$ cat src/hw/rtl/cleb_fifo.sv
`timescale 1ns / 1ps

module cleb_fifo #(
    parameter int WIDTH = 32
) (
    input  logic             clk,
    input  logic             rst_n,
    input  logic             push,
    input  logic [WIDTH-1:0] wdata,
    output logic             full,
    input  logic             pop,
    output logic [WIDTH-1:0] rdata,
    output logic             empty
);

    localparam int DEPTH = 2;

    logic [WIDTH-1:0] mem_reg [DEPTH];
    logic             wr_ptr_reg;
    logic             wr_ptr_next;
    logic             rd_ptr_reg;
    logic             rd_ptr_next;
    logic [1:0]       count_reg;
    logic [1:0]       count_next;
    logic             do_push;
    logic             do_pop;

    // A transaction happens on each side only when that side allows it.
    assign full    = (count_reg == 2'(DEPTH));
    assign empty   = (count_reg == 2'd0);
    assign do_push = push & ~full;
    assign do_pop  = pop & ~empty;
    assign rdata   = mem_reg[rd_ptr_reg];

    // Pointer and occupancy update.
    always_comb
    begin
        wr_ptr_next = do_push ? ~wr_ptr_reg : wr_ptr_reg;
        rd_ptr_next = do_pop ? ~rd_ptr_reg : rd_ptr_reg;
        count_next  = count_reg;
        if (do_push && !do_pop)
        begin
            count_next = count_reg + 2'd1;
        end
        else if (do_pop && !do_push)
        begin
            count_next = count_reg - 2'd1;
        end
    end

    always_ff @(posedge clk or negedge rst_n)
    begin
        if (!rst_n)
        begin
            wr_ptr_reg <= 1'b0;
            rd_ptr_reg <= 1'b0;
            count_reg  <= 2'd0;
        end
        else
        begin
            wr_ptr_reg <= wr_ptr_next;
            rd_ptr_reg <= rd_ptr_next;
            count_reg  <= count_next;
        end
    end

    // Storage needs no reset.
    always_ff @(posedge clk)
    begin
        if (do_push)
        begin
            mem_reg[wr_ptr_reg] <= wdata;
        end
    end

endmodule

$ cat config.mk
export PLATFORM = sky130hd
export DESIGN_NAME = cleb_fifo
export DESIGN_NICKNAME = d
export VERILOG_FILES = /design/src/hw/rtl/cleb_fifo.sv
export SDC_FILE = /design/constraint.sdc
export NUM_CORES = 1
export LEC_CHECK = 0
export BUFFER_PORTS_ARGS = -buffer_cell sky130_fd_sc_hd__buf_2
export CAP_MARGIN = 20
export CORE_UTILIZATION = 49
export CTS_BUF_LIST = sky130_fd_sc_hd__clkbuf_8
export DETAILED_ROUTE_END_ITERATION = 12
export GPL_ROUTABILITY_DRIVEN = 0
export PLACE_DENSITY_LB_ADDON = 0.3
export SETUP_SLACK_MARGIN = 0.05
export SLEW_MARGIN = 20
export SYNTH_ARGS = -nofsm -noshare
export SYNTH_HDL_FRONTEND = slang
export SYNTH_SLANG_ARGS = --single-unit
$ cat constraint.sdc
create_clock -name clk -period 2.4 [get_ports clk]
set_input_delay 0.12 -clock clk [delete_from_list [all_inputs] [get_ports clk]]
set_output_delay 0.12 -clock clk [all_outputs]
set_load 0.02 [all_outputs]
==> metrics.txt, run 1 <==
status completed; Sum Neg Setup Slack 0 ns; type of the worst min-delay path input pin to asynchronous set/reset pin; CTS sink count 68; Crit-path slowest cell dfrtp_2; cells along the critical path buf_12, mux2_2, buf_2; Clock Skews 0.00568 ns; antenna viol nets, final 0; Worst R2R Path Depth 4; Setup crit start kind flip-flop; routed len/inst 15.1 microns; gr usage total 17.4%; total power draw 4.10 mW; first-pass GRT wire length 6730 microns; Die W 75.7 microns; area of the die 5720 sq um; Leak 1.49 nW; Hold Vio Cnt, Final 0; Worst R2R Start count_reg[0]; Critical Path End Type primary output; Port Buf Inserts 69; die height 75.7 microns; Remaining DRCs 0; number of placed I/O pins 70; Seq/Total Area, Yosys 76.0%; CP max stage delay 0.50 ns; Syn Area/Cell 22.3 sq um; Peak VDD IR 789 uV; most frequent cell after synthesis edfxtp_1; non-filler cells, final 306; Post-Syn Nets 156; clk slew on worst S/H paths 0.06 ns; max cap viols 0; 1st-pass router iterations 4; Yosys top cell by area edfxtp_1; initial drt markers 28; Cells after Synth 119; ys async rst share 5.88%; CTS root buf clkbuf_8; final wirelength 4630 microns; NumNets Final 268; CTS H-tree depth 3; Vias 1435; post-synth top area share 72.3%; Area Overhead vs Synth 34.6%; CTS Buffer Depth 2; Inst Count DP 257; Pwr Density 1140 nW/um^2; Rel. slew slack 73.4%; top post-synthesis cells by count edfxtp_1 (64), mux2_4 (29), dfrtp_1 (4); Synth Register Bits 68; final cycle utilization of the critical path 72.4%; CP Data Arrival Time 1.62 ns; largest cells by area after synthesis edfxtp_1 (72%), mux2_4 (16%), dfrtp_1 (3.8%), buf_12 (2.3%), mux2_2 (1.3%); largest net degree at the start of global routing 28; Antenna diodes 0; unrepaired setup endpoints after global routing false; fin crit period 1.74 ns; CTS buffer count 9; layout cells sized above 1 49.2%; Most used DFF post-synth edfxtp_1; f_max 0.575 GHz; CTS tree done; post-CTS setup buffer count 0; starting density of the core 51.4%; Final Setup Violations 0; Post-CTS Resized 0; Post-DP HPWL 2790 microns; max FFs per register 64; CORE AREA 5170 sq um; final slew viol count 0; library cells used by synthesis 15; CP Class flip-flop to primary output; # rows 26; Post-synth EDFFs 64; Worst-Margin Slew 0.399 ns; Netlist Area Pre-Place 2660 sq um; Post-CTS Hold Fix Bufs 33; GRT overflow 0; vias in the first global route 1454; Worst Path Required 2.28 ns; R2R setup slack 0.79 ns; vias per cell 4.69; clk_lat worst skew 0.32 ns; critical path peak fanout 27; antenna violations before repair 0; FF-to-FF End mem_reg[0][2]; YS warnings 0
## critical path: cells and delay by family, from the launching register on
kind     cells  cell delay (ns)
buf+inv      2             0.42
mux          1             0.36
flops        1             0.50
## per-stage QoR
stage	utilization (%)	hold slack (ns)	area, sq um	setup slack, ns
CTS	69.2	0.107	3580	0.633
floorplan	-	-0.176	2660	0.500
global placement	59.7	-0.0732	3090	0.864
global route	69.2	0.114	3580	0.592
finish	69.2	0.122	3580	0.662
detailed placement	59.7	-0.0676	3090	0.794
## placed cells by master (no fill, tap or decap), drive strengths merged
cell,instances
edfxtp,64
dfrtp,4
ha,1
mux2,32
nand2,1
inv,8
o21ai,1
and3,1
xnor2,3
nor2,3
xor2,2
nand2b,1
dlygate4sd3,33
clkbuf,10
buf,72
## layer usage
metal  wire, microns  global-route usage, %  vias up
li1                -                      -      680
met1            1810                   17.7      692
met2            2440                   31.4       51
met3             261                   5.42       12
met4             118                   10.1        0
met5               0                      0        -
## worst max-delay path by stage
stage | start | to | cells after the start
floorplan | count_reg[0] | mem_reg[0][0] | 3
global placement | count_reg[0] | mem_reg[0][24] | 4
detailed placement | count_reg[0] | mem_reg[0][24] | 4
CTS | rd_ptr_reg | rdata[23] | 3
global route | rd_ptr_reg | rdata[27] | 3
finish | rd_ptr_reg | rdata[23] | 3
## power breakdown
part	total, mW	internal [mW]	switching (mW)
Sequential	1.76	1.63	0.126
Combinational	1.59	0.752	0.838
Clock	0.749	0.381	0.368
## kinds of logic after synthesis
logic type	synth area share, %
flip-flops	76.0
multiplexers	17.6
buffers and inverters	2.96
AND/OR/NAND/NOR	1.04
XOR/XNOR	1.65
AO/OA/AOI/OAI	0.188
adder cells (fa/ha/maj)	0.471
## cell type report
type | count | area [sq um]
clock inverters | 6 | 22.5
multi-input cells | 45 | 566
fillers | 345 | 1590
flip-flops and latches | 68 | 2020
clock buffers | 10 | 138
well taps | 70 | 87.6
inverters | 2 | 7.51
repair buffers | 105 | 736
Power figures use the tool's default switching activity.
==> run 2: changes to the inputs <==
--- a/config.mk
+++ b/config.mk
@@ -7,7 +7,7 @@
 export LEC_CHECK = 0
 export BUFFER_PORTS_ARGS = -buffer_cell sky130_fd_sc_hd__buf_2
 export CAP_MARGIN = 20
-export CORE_UTILIZATION = 49
+export CORE_UTILIZATION = 54
 export CTS_BUF_LIST = sky130_fd_sc_hd__clkbuf_8
 export DETAILED_ROUTE_END_ITERATION = 12
 export GPL_ROUTABILITY_DRIVEN = 0
==> constraint.sdc (replaced) <==
create_clock -name clk -period 1.7 [get_ports clk]
set_input_delay 0.085 -clock clk [delete_from_list [all_inputs] [get_ports clk]]
set_output_delay 0.085 -clock clk [all_outputs]
set_load 0.02 [all_outputs]
==> run 2 against run 1 <==
  * Non-clock buffer count increased by 4
  * Critical path depth unchanged
  * Utilization increased by 8.3 points
  * Total power increased by 51%
  * Flip-flop and latch count unchanged
  * Wire length decreased by 0.15%
  * Critical endpoint is now rdata[19]
  * Largest power group unchanged
==> metrics.txt, run 2 (synthesized netlist as in run 1, its figures left out) <==
status completed (unchanged); Sum Neg Setup Slack 0 ns (unchanged); CTS H-tree depth 3 (unchanged); CTS buffer count 9 (unchanged); most frequent cells in the layout buf_2 (69), edfxtp_1 (64), dlygate4sd3_1 (33), mux2_4 (29), clkbuf_8 (9) (was buf_2 (69), edfxtp_1 (64), dlygate4sd3_1 (33), mux2_4 (29), clkbuf_8 (10)); CP Class flip-flop to primary output (unchanged); largest net degree at the start of global routing 25 (was 28); gr usage total 19.2% (was 17.4%); most common cell after layout, fill and taps aside buf_2 (unchanged); CTS Buffer Depth 2 (unchanged); first-pass GRT wire length 7020 microns (was 6730 microns); CP Data Arrival Time 1.45 ns (was 1.62 ns); Peak VDD IR 1500 uV (was 789 uV); Hold Vio Cnt, Final 0 (unchanged); initial drt markers 57 (was 28); Worst Path Required 1.62 ns (was 2.28 ns); NumNets Final 272 (was 268); Vias 1459 (was 1435); vias per cell 4.75 (was 4.69); Worst R2R Start count_reg[0] (unchanged); Final Cell Area 3660 sq um (was 3580 sq um); Critical Path End Type primary output (unchanged); Post-DP HPWL 2910 microns (was 2790 microns); antenna violations before repair 0 (unchanged); max cap viols 0 (unchanged); CTS tree done (unchanged); Die W 72.2 microns (was 75.7 microns); layout cells sized above 1 52.5% (was 49.2%); die height 72.2 microns (was 75.7 microns); final slew viol count 0 (unchanged); layout filler cell count 288 (was 345); Inst Count DP 257 (unchanged); GRT overflow 0 (unchanged); R2R setup slack 0.21 ns (was 0.79 ns); Remaining DRCs 0 (unchanged); CTS sink count 68 (unchanged); critical path peak fanout 16 (was 27); FF-to-FF End count_reg[1] (was mem_reg[0][2]); starting density of the core 56.3% (was 51.4%); fin crit period 1.54 ns; Rel. slew slack 84.1% (was 73.4%); Util after Layout 77.5% (was 69.2%); Port Buf Inserts 69 (unchanged); clk_lat worst skew 0.33 ns (was 0.32 ns); vias in the first global route 1529 (was 1454); f_max 0.651 GHz; CTS root buf clkbuf_8 (unchanged); Pwr Density 1690 nW/um^2 (was 1140 nW/um^2); Setup crit start kind flip-flop (unchanged); Worst-Margin Slew 0.237 ns (was 0.399 ns); number of placed I/O pins 70 (unchanged); Antenna diodes 0 (unchanged); Area Overhead vs Synth 37.6% (was 34.6%); final wirelength 4630 microns (about the same); antenna viol nets, final 0 (unchanged); unrepaired setup endpoints after global routing false (unchanged); Leak 1.51 nW (was 1.49 nW); Multi-input gate area 569 sq um (was 566 sq um); CORE AREA 4720 sq um (was 5170 sq um); Clock Skews 0.00842 ns (was 0.00568 ns); # rows 25 (was 26); non-filler cells, final 307 (was 306); Final Setup Violations 0 (unchanged); dpl cell area 3110 sq um (was 3090 sq um); final cycle utilization of the critical path 90.4%; routed len/inst 15.1 microns (about the same); type of the worst min-delay path input pin to asynchronous set/reset pin (unchanged); area of the die 5210 sq um (was 5720 sq um); Worst R2R Path Depth 6 (was 4); 1st-pass router iterations 4 (unchanged); clk slew on worst S/H paths 0.07 ns (was 0.06 ns); Register Area 2020 sq um (about the same); max FFs per register 64 (unchanged)
-- run 2: changes by cell type in the layout (fill, tap and decap cells not counted), sizes merged --
cell,delta
inv,-6
clkinv,+5
buf,+4
bufinv,+2
clkbuf,-1
-- run 2: where the power goes --
| group | switching, mW | total (mW) | internal (mW) |
|---|---|---|---|
| Clock | 0.563 | 1.37 | 0.806 |
| Sequential | 0.148 | 2.45 | 2.30 |
| Combinational | 1.23 | 2.35 | 1.12 |
| Total | 1.94 | 6.17 | 4.23 |
-- run 2: layer usage --
metal	vias to the layer above	share of wire, %	global-route usage (%)
li1	691	-	-
met1	695	38	20.5
met2	61	54	33.3
met3	12	5.3	5.00
met4	0	2.6	13.1
met5	-	0	0
-- run 2: critical path, stage by stage, from the launching register on --
cell     delay [ns]
dfrtp_2        0.40
buf_6          0.24
mux2_4         0.33
buf_2          0.16
-- run 2: through the flow --
stage          power (mW)  hold WS [ns]  setup WS [ns]
2_1_floorplan        4.20        -0.211          0.135
3_3_place_gp         4.67        -0.109          0.233
3_5_place_dp         4.77        -0.106         0.0779
4_1_cts              6.20        0.0687         0.0522
5_1_grt              6.44        0.0793         0.0935
6_report             6.17        0.0893          0.164
-- run 2: cell type report --
cell class	count	area share [%]
Tap cell	67	2.29
Sequential cell	68	55.3
Clock inverter	7	2.22
Clock buffer	9	3.38
Multi-Input combinational cell	45	15.6
Timing Repair Buffer	109	21.0
Inverter	2	0.205
-- run 2: worst max path at each step --
stage                 startpoint            end  slack [ns]  depth (start not counted)
floorplan           count_reg[0]  mem_reg[0][0]        0.14                          3
global placement    count_reg[0]   count_reg[1]        0.23                          7
detailed placement  count_reg[0]   count_reg[1]        0.08                          6
CTS                 count_reg[0]   count_reg[1]        0.05                          6
global route        count_reg[0]   count_reg[1]        0.09                          6
finish                rd_ptr_reg      rdata[19]        0.16                          3
-- run 2: what timing repair did --
action / 4_1_cts / 5_1_grt
hold buffers: 33 / 0
endpoints found under the hold margin: 68 / 0
resized for setup: 0 / 3
endpoints found under the setup margin: 0 / 5
setup buffers: 0 / 1
==> run 3: changes to the inputs <==
--- a/config.mk
+++ b/config.mk
@@ -7,12 +7,14 @@
 export LEC_CHECK = 0
 export BUFFER_PORTS_ARGS = -buffer_cell sky130_fd_sc_hd__buf_2
 export CAP_MARGIN = 20
+export CORE_ASPECT_RATIO = 1.5
 export CORE_UTILIZATION = 54
 export CTS_BUF_LIST = sky130_fd_sc_hd__clkbuf_8
 export DETAILED_ROUTE_END_ITERATION = 12
 export GPL_ROUTABILITY_DRIVEN = 0
 export PLACE_DENSITY_LB_ADDON = 0.3
 export SETUP_SLACK_MARGIN = 0.05
+export SKIP_CTS_REPAIR_TIMING = 1
 export SLEW_MARGIN = 20
 export SYNTH_ARGS = -nofsm -noshare
 export SYNTH_HDL_FRONTEND = slang
==> run 3 against run 2 <==
  * Die area is 0.10% higher
  * Clock-buffer cell count stayed put
  * Total power increased by 4.0%
  * Register-to-register slack worse by 0.09 ns
  * Fmax decreased by 3.0%
  * Clock skew is 0.0040 ns lower
  * Worst setup slack worse by 0.048 ns
  * Design area increased by 1.0%
  * First-iteration DRC count fell by 5.3%
  * Hold slack worse by 0.017 ns
  * Wire length up 3.2%
  * Largest cell class unchanged
  * Highest routed layer unchanged
==> metrics.txt, run 3 (synthesized netlist as in run 1, its figures left out) <==
Post-DP HPWL 2930 microns (was 2910 microns); CTS tree done (unchanged); CTS buffer count 9 (unchanged); final wirelength 4780 microns (was 4630 microns); Remaining DRCs 0 (unchanged); Antenna diodes 0 (unchanged); NumNets Final 275 (was 272); Final Setup Violations 0 (unchanged); antenna viol nets, final 0 (unchanged); starting density of the core 57.6% (was 56.3%); final slew viol count 0 (unchanged); Worst-Margin Slew 0.300 ns (was 0.237 ns); Rel. slew slack 80.0% (was 84.1%); unrepaired setup endpoints after global routing false (unchanged); area of the die 5210 sq um (about the same); max cap viols 0 (unchanged); Vias 1491 (was 1459); Peak VDD IR 1270 uV (was 1500 uV); CTS Buffer Depth 2 (unchanged); fin crit period 1.58 ns (was 1.54 ns); Crit path max-delay family simple AND/OR/NAND/NOR gates (was flip-flops); Setup crit start kind flip-flop (unchanged); vias in the first global route 1376 (was 1529); most frequent cells in the layout buf_2 (69), edfxtp_1 (64), dlygate4sd3_1 (33), mux2_4 (29), clkbuf_8 (9) (unchanged); Util after Layout 80.1% (was 77.5%); Hold Vio Cnt, Final 0 (unchanged); antenna violations before repair 0 (unchanged); Leak 1.53 nW (was 1.51 nW); # rows 30 (was 25); die height 87.9 microns (was 72.2 microns); layout cells sized above 1 53.1% (was 52.5%); clk slew on worst S/H paths 0.07 ns (about the same); routed len/inst 15.6 microns (was 15.1 microns); type of the worst min-delay path input pin to flip-flop (was input pin to asynchronous set/reset pin); initial drt markers 54 (was 57); Die W 59.3 microns (was 72.2 microns); Critical Path End Type flip-flop (was primary output); Crit-path slowest cell dfrtp_1 (was dfrtp_2); CTS H-tree depth 3 (unchanged); critical path peak fanout 5 (was 16); Min Hold Slack 0.0721 ns (was 0.0893 ns); Worst Path Required 1.97 ns (was 1.62 ns); final cycle utilization of the critical path 93.2% (was 90.4%); vias per cell 4.86 (was 4.75); status completed (unchanged); CP Class flip-flop to flip-flop (was flip-flop to primary output); cells along the critical path nand2b_1, nand2_2, inv_1, ha_1, nor2_1, xor2_1 (was buf_6, mux2_4, buf_2); CP Data Arrival Time 1.85 ns (was 1.45 ns); max FFs per register 64 (unchanged); GRT overflow 0 (unchanged); largest net degree at the start of global routing 23 (was 25); CP max stage delay 0.44 ns (was 0.40 ns); f_max 0.631 GHz (was 0.651 GHz); Pwr Density 1730 nW/um^2 (was 1690 nW/um^2); gr usage total 17.7% (was 19.2%); clk_lat worst skew 0.34 ns (was 0.33 ns); CORE AREA 4620 sq um (was 4720 sq um); first-pass GRT wire length 6200 microns (was 7020 microns); Clock Skews 0.00440 ns (was 0.00842 ns); Port Buf Inserts 69 (unchanged); most common cell after layout, fill and taps aside buf_2 (unchanged); 1st-pass router iterations 4 (unchanged); CP Buf/Inv Count 1 (was 2); number of placed I/O pins 70 (unchanged); CTS root buf clkbuf_8 (unchanged); Area Overhead vs Synth 39.1% (was 37.6%); total power draw 6.41 mW (was 6.17 mW); CTS sink count 68 (unchanged)
## run 3: final cells by class
type                       instances  area, sq um
sequential                        68         2020
clock buffer                       9          124
multi-input combinational         45          569
tap                               64         80.1
inverter                           2         7.51
fill                             263          920
timing repair buffer             112          779
clock inverter                     7          114
## run 3: stage by stage
stage                     worst slack [ns]  cell area [sq um]  setup TNS [ns]  std cells
after floorplan                      0.135               2670               0        119
after global placement               0.225               3090               0        254
after detailed placement            0.0913               3090               0        254
after CTS                          -0.0491               3330          -0.389        270
after global routing                0.0391               3700               0        307
final                                0.116               3700               0        307
## run 3: worst register-to-register path, delay by kind of cell, from the launching register on
family / cells / cell delay (ns)
fa+ha+maj: 1 / 0.32
simple gates: 3 / 0.52
xor+xnor: 1 / 0.16
flops: 1 / 0.44
buf+inv: 1 / 0.07
## run 3: final timing paths
check | startpoint | to | slack, ns | depth (start not counted)
setup / recovery | count_reg[0] | count_reg[1] | 0.12 | 6
hold / removal | push | wr_ptr_reg | 0.07 | 3
setup reg to reg | count_reg[0] | count_reg[1] | 0.12 | 6
hold reg to reg | count_reg[1] | count_reg[1] | 0.56 | 1
max in group asynchronous | rst_n | rd_ptr_reg | 1.49 | 2
min in group asynchronous | rst_n | count_reg[0] | 0.08 | 2
## run 3: routing by layer
| metal | GRT usage, % | vias up | wire, microns | share of wire (%) |
|---|---|---|---|---|
| met3 | 8.71 | 9 | 251 | 5.3 |
| li1 | - | 694 | - | - |
| met2 | 31.1 | 56 | 2720 | 57 |
| met5 | 0 | - | 0 | 0 |
| met1 | 16.7 | 732 | 1700 | 36 |
| met4 | 8.23 | 0 | 101 | 2.1 |
## run 3: where the power goes
group	total (mW)	internal, mW	switching, mW
registers	2.48	2.30	0.176
logic	2.37	1.14	1.23
clock network	1.57	0.969	0.599
total	6.41	4.41	2.00
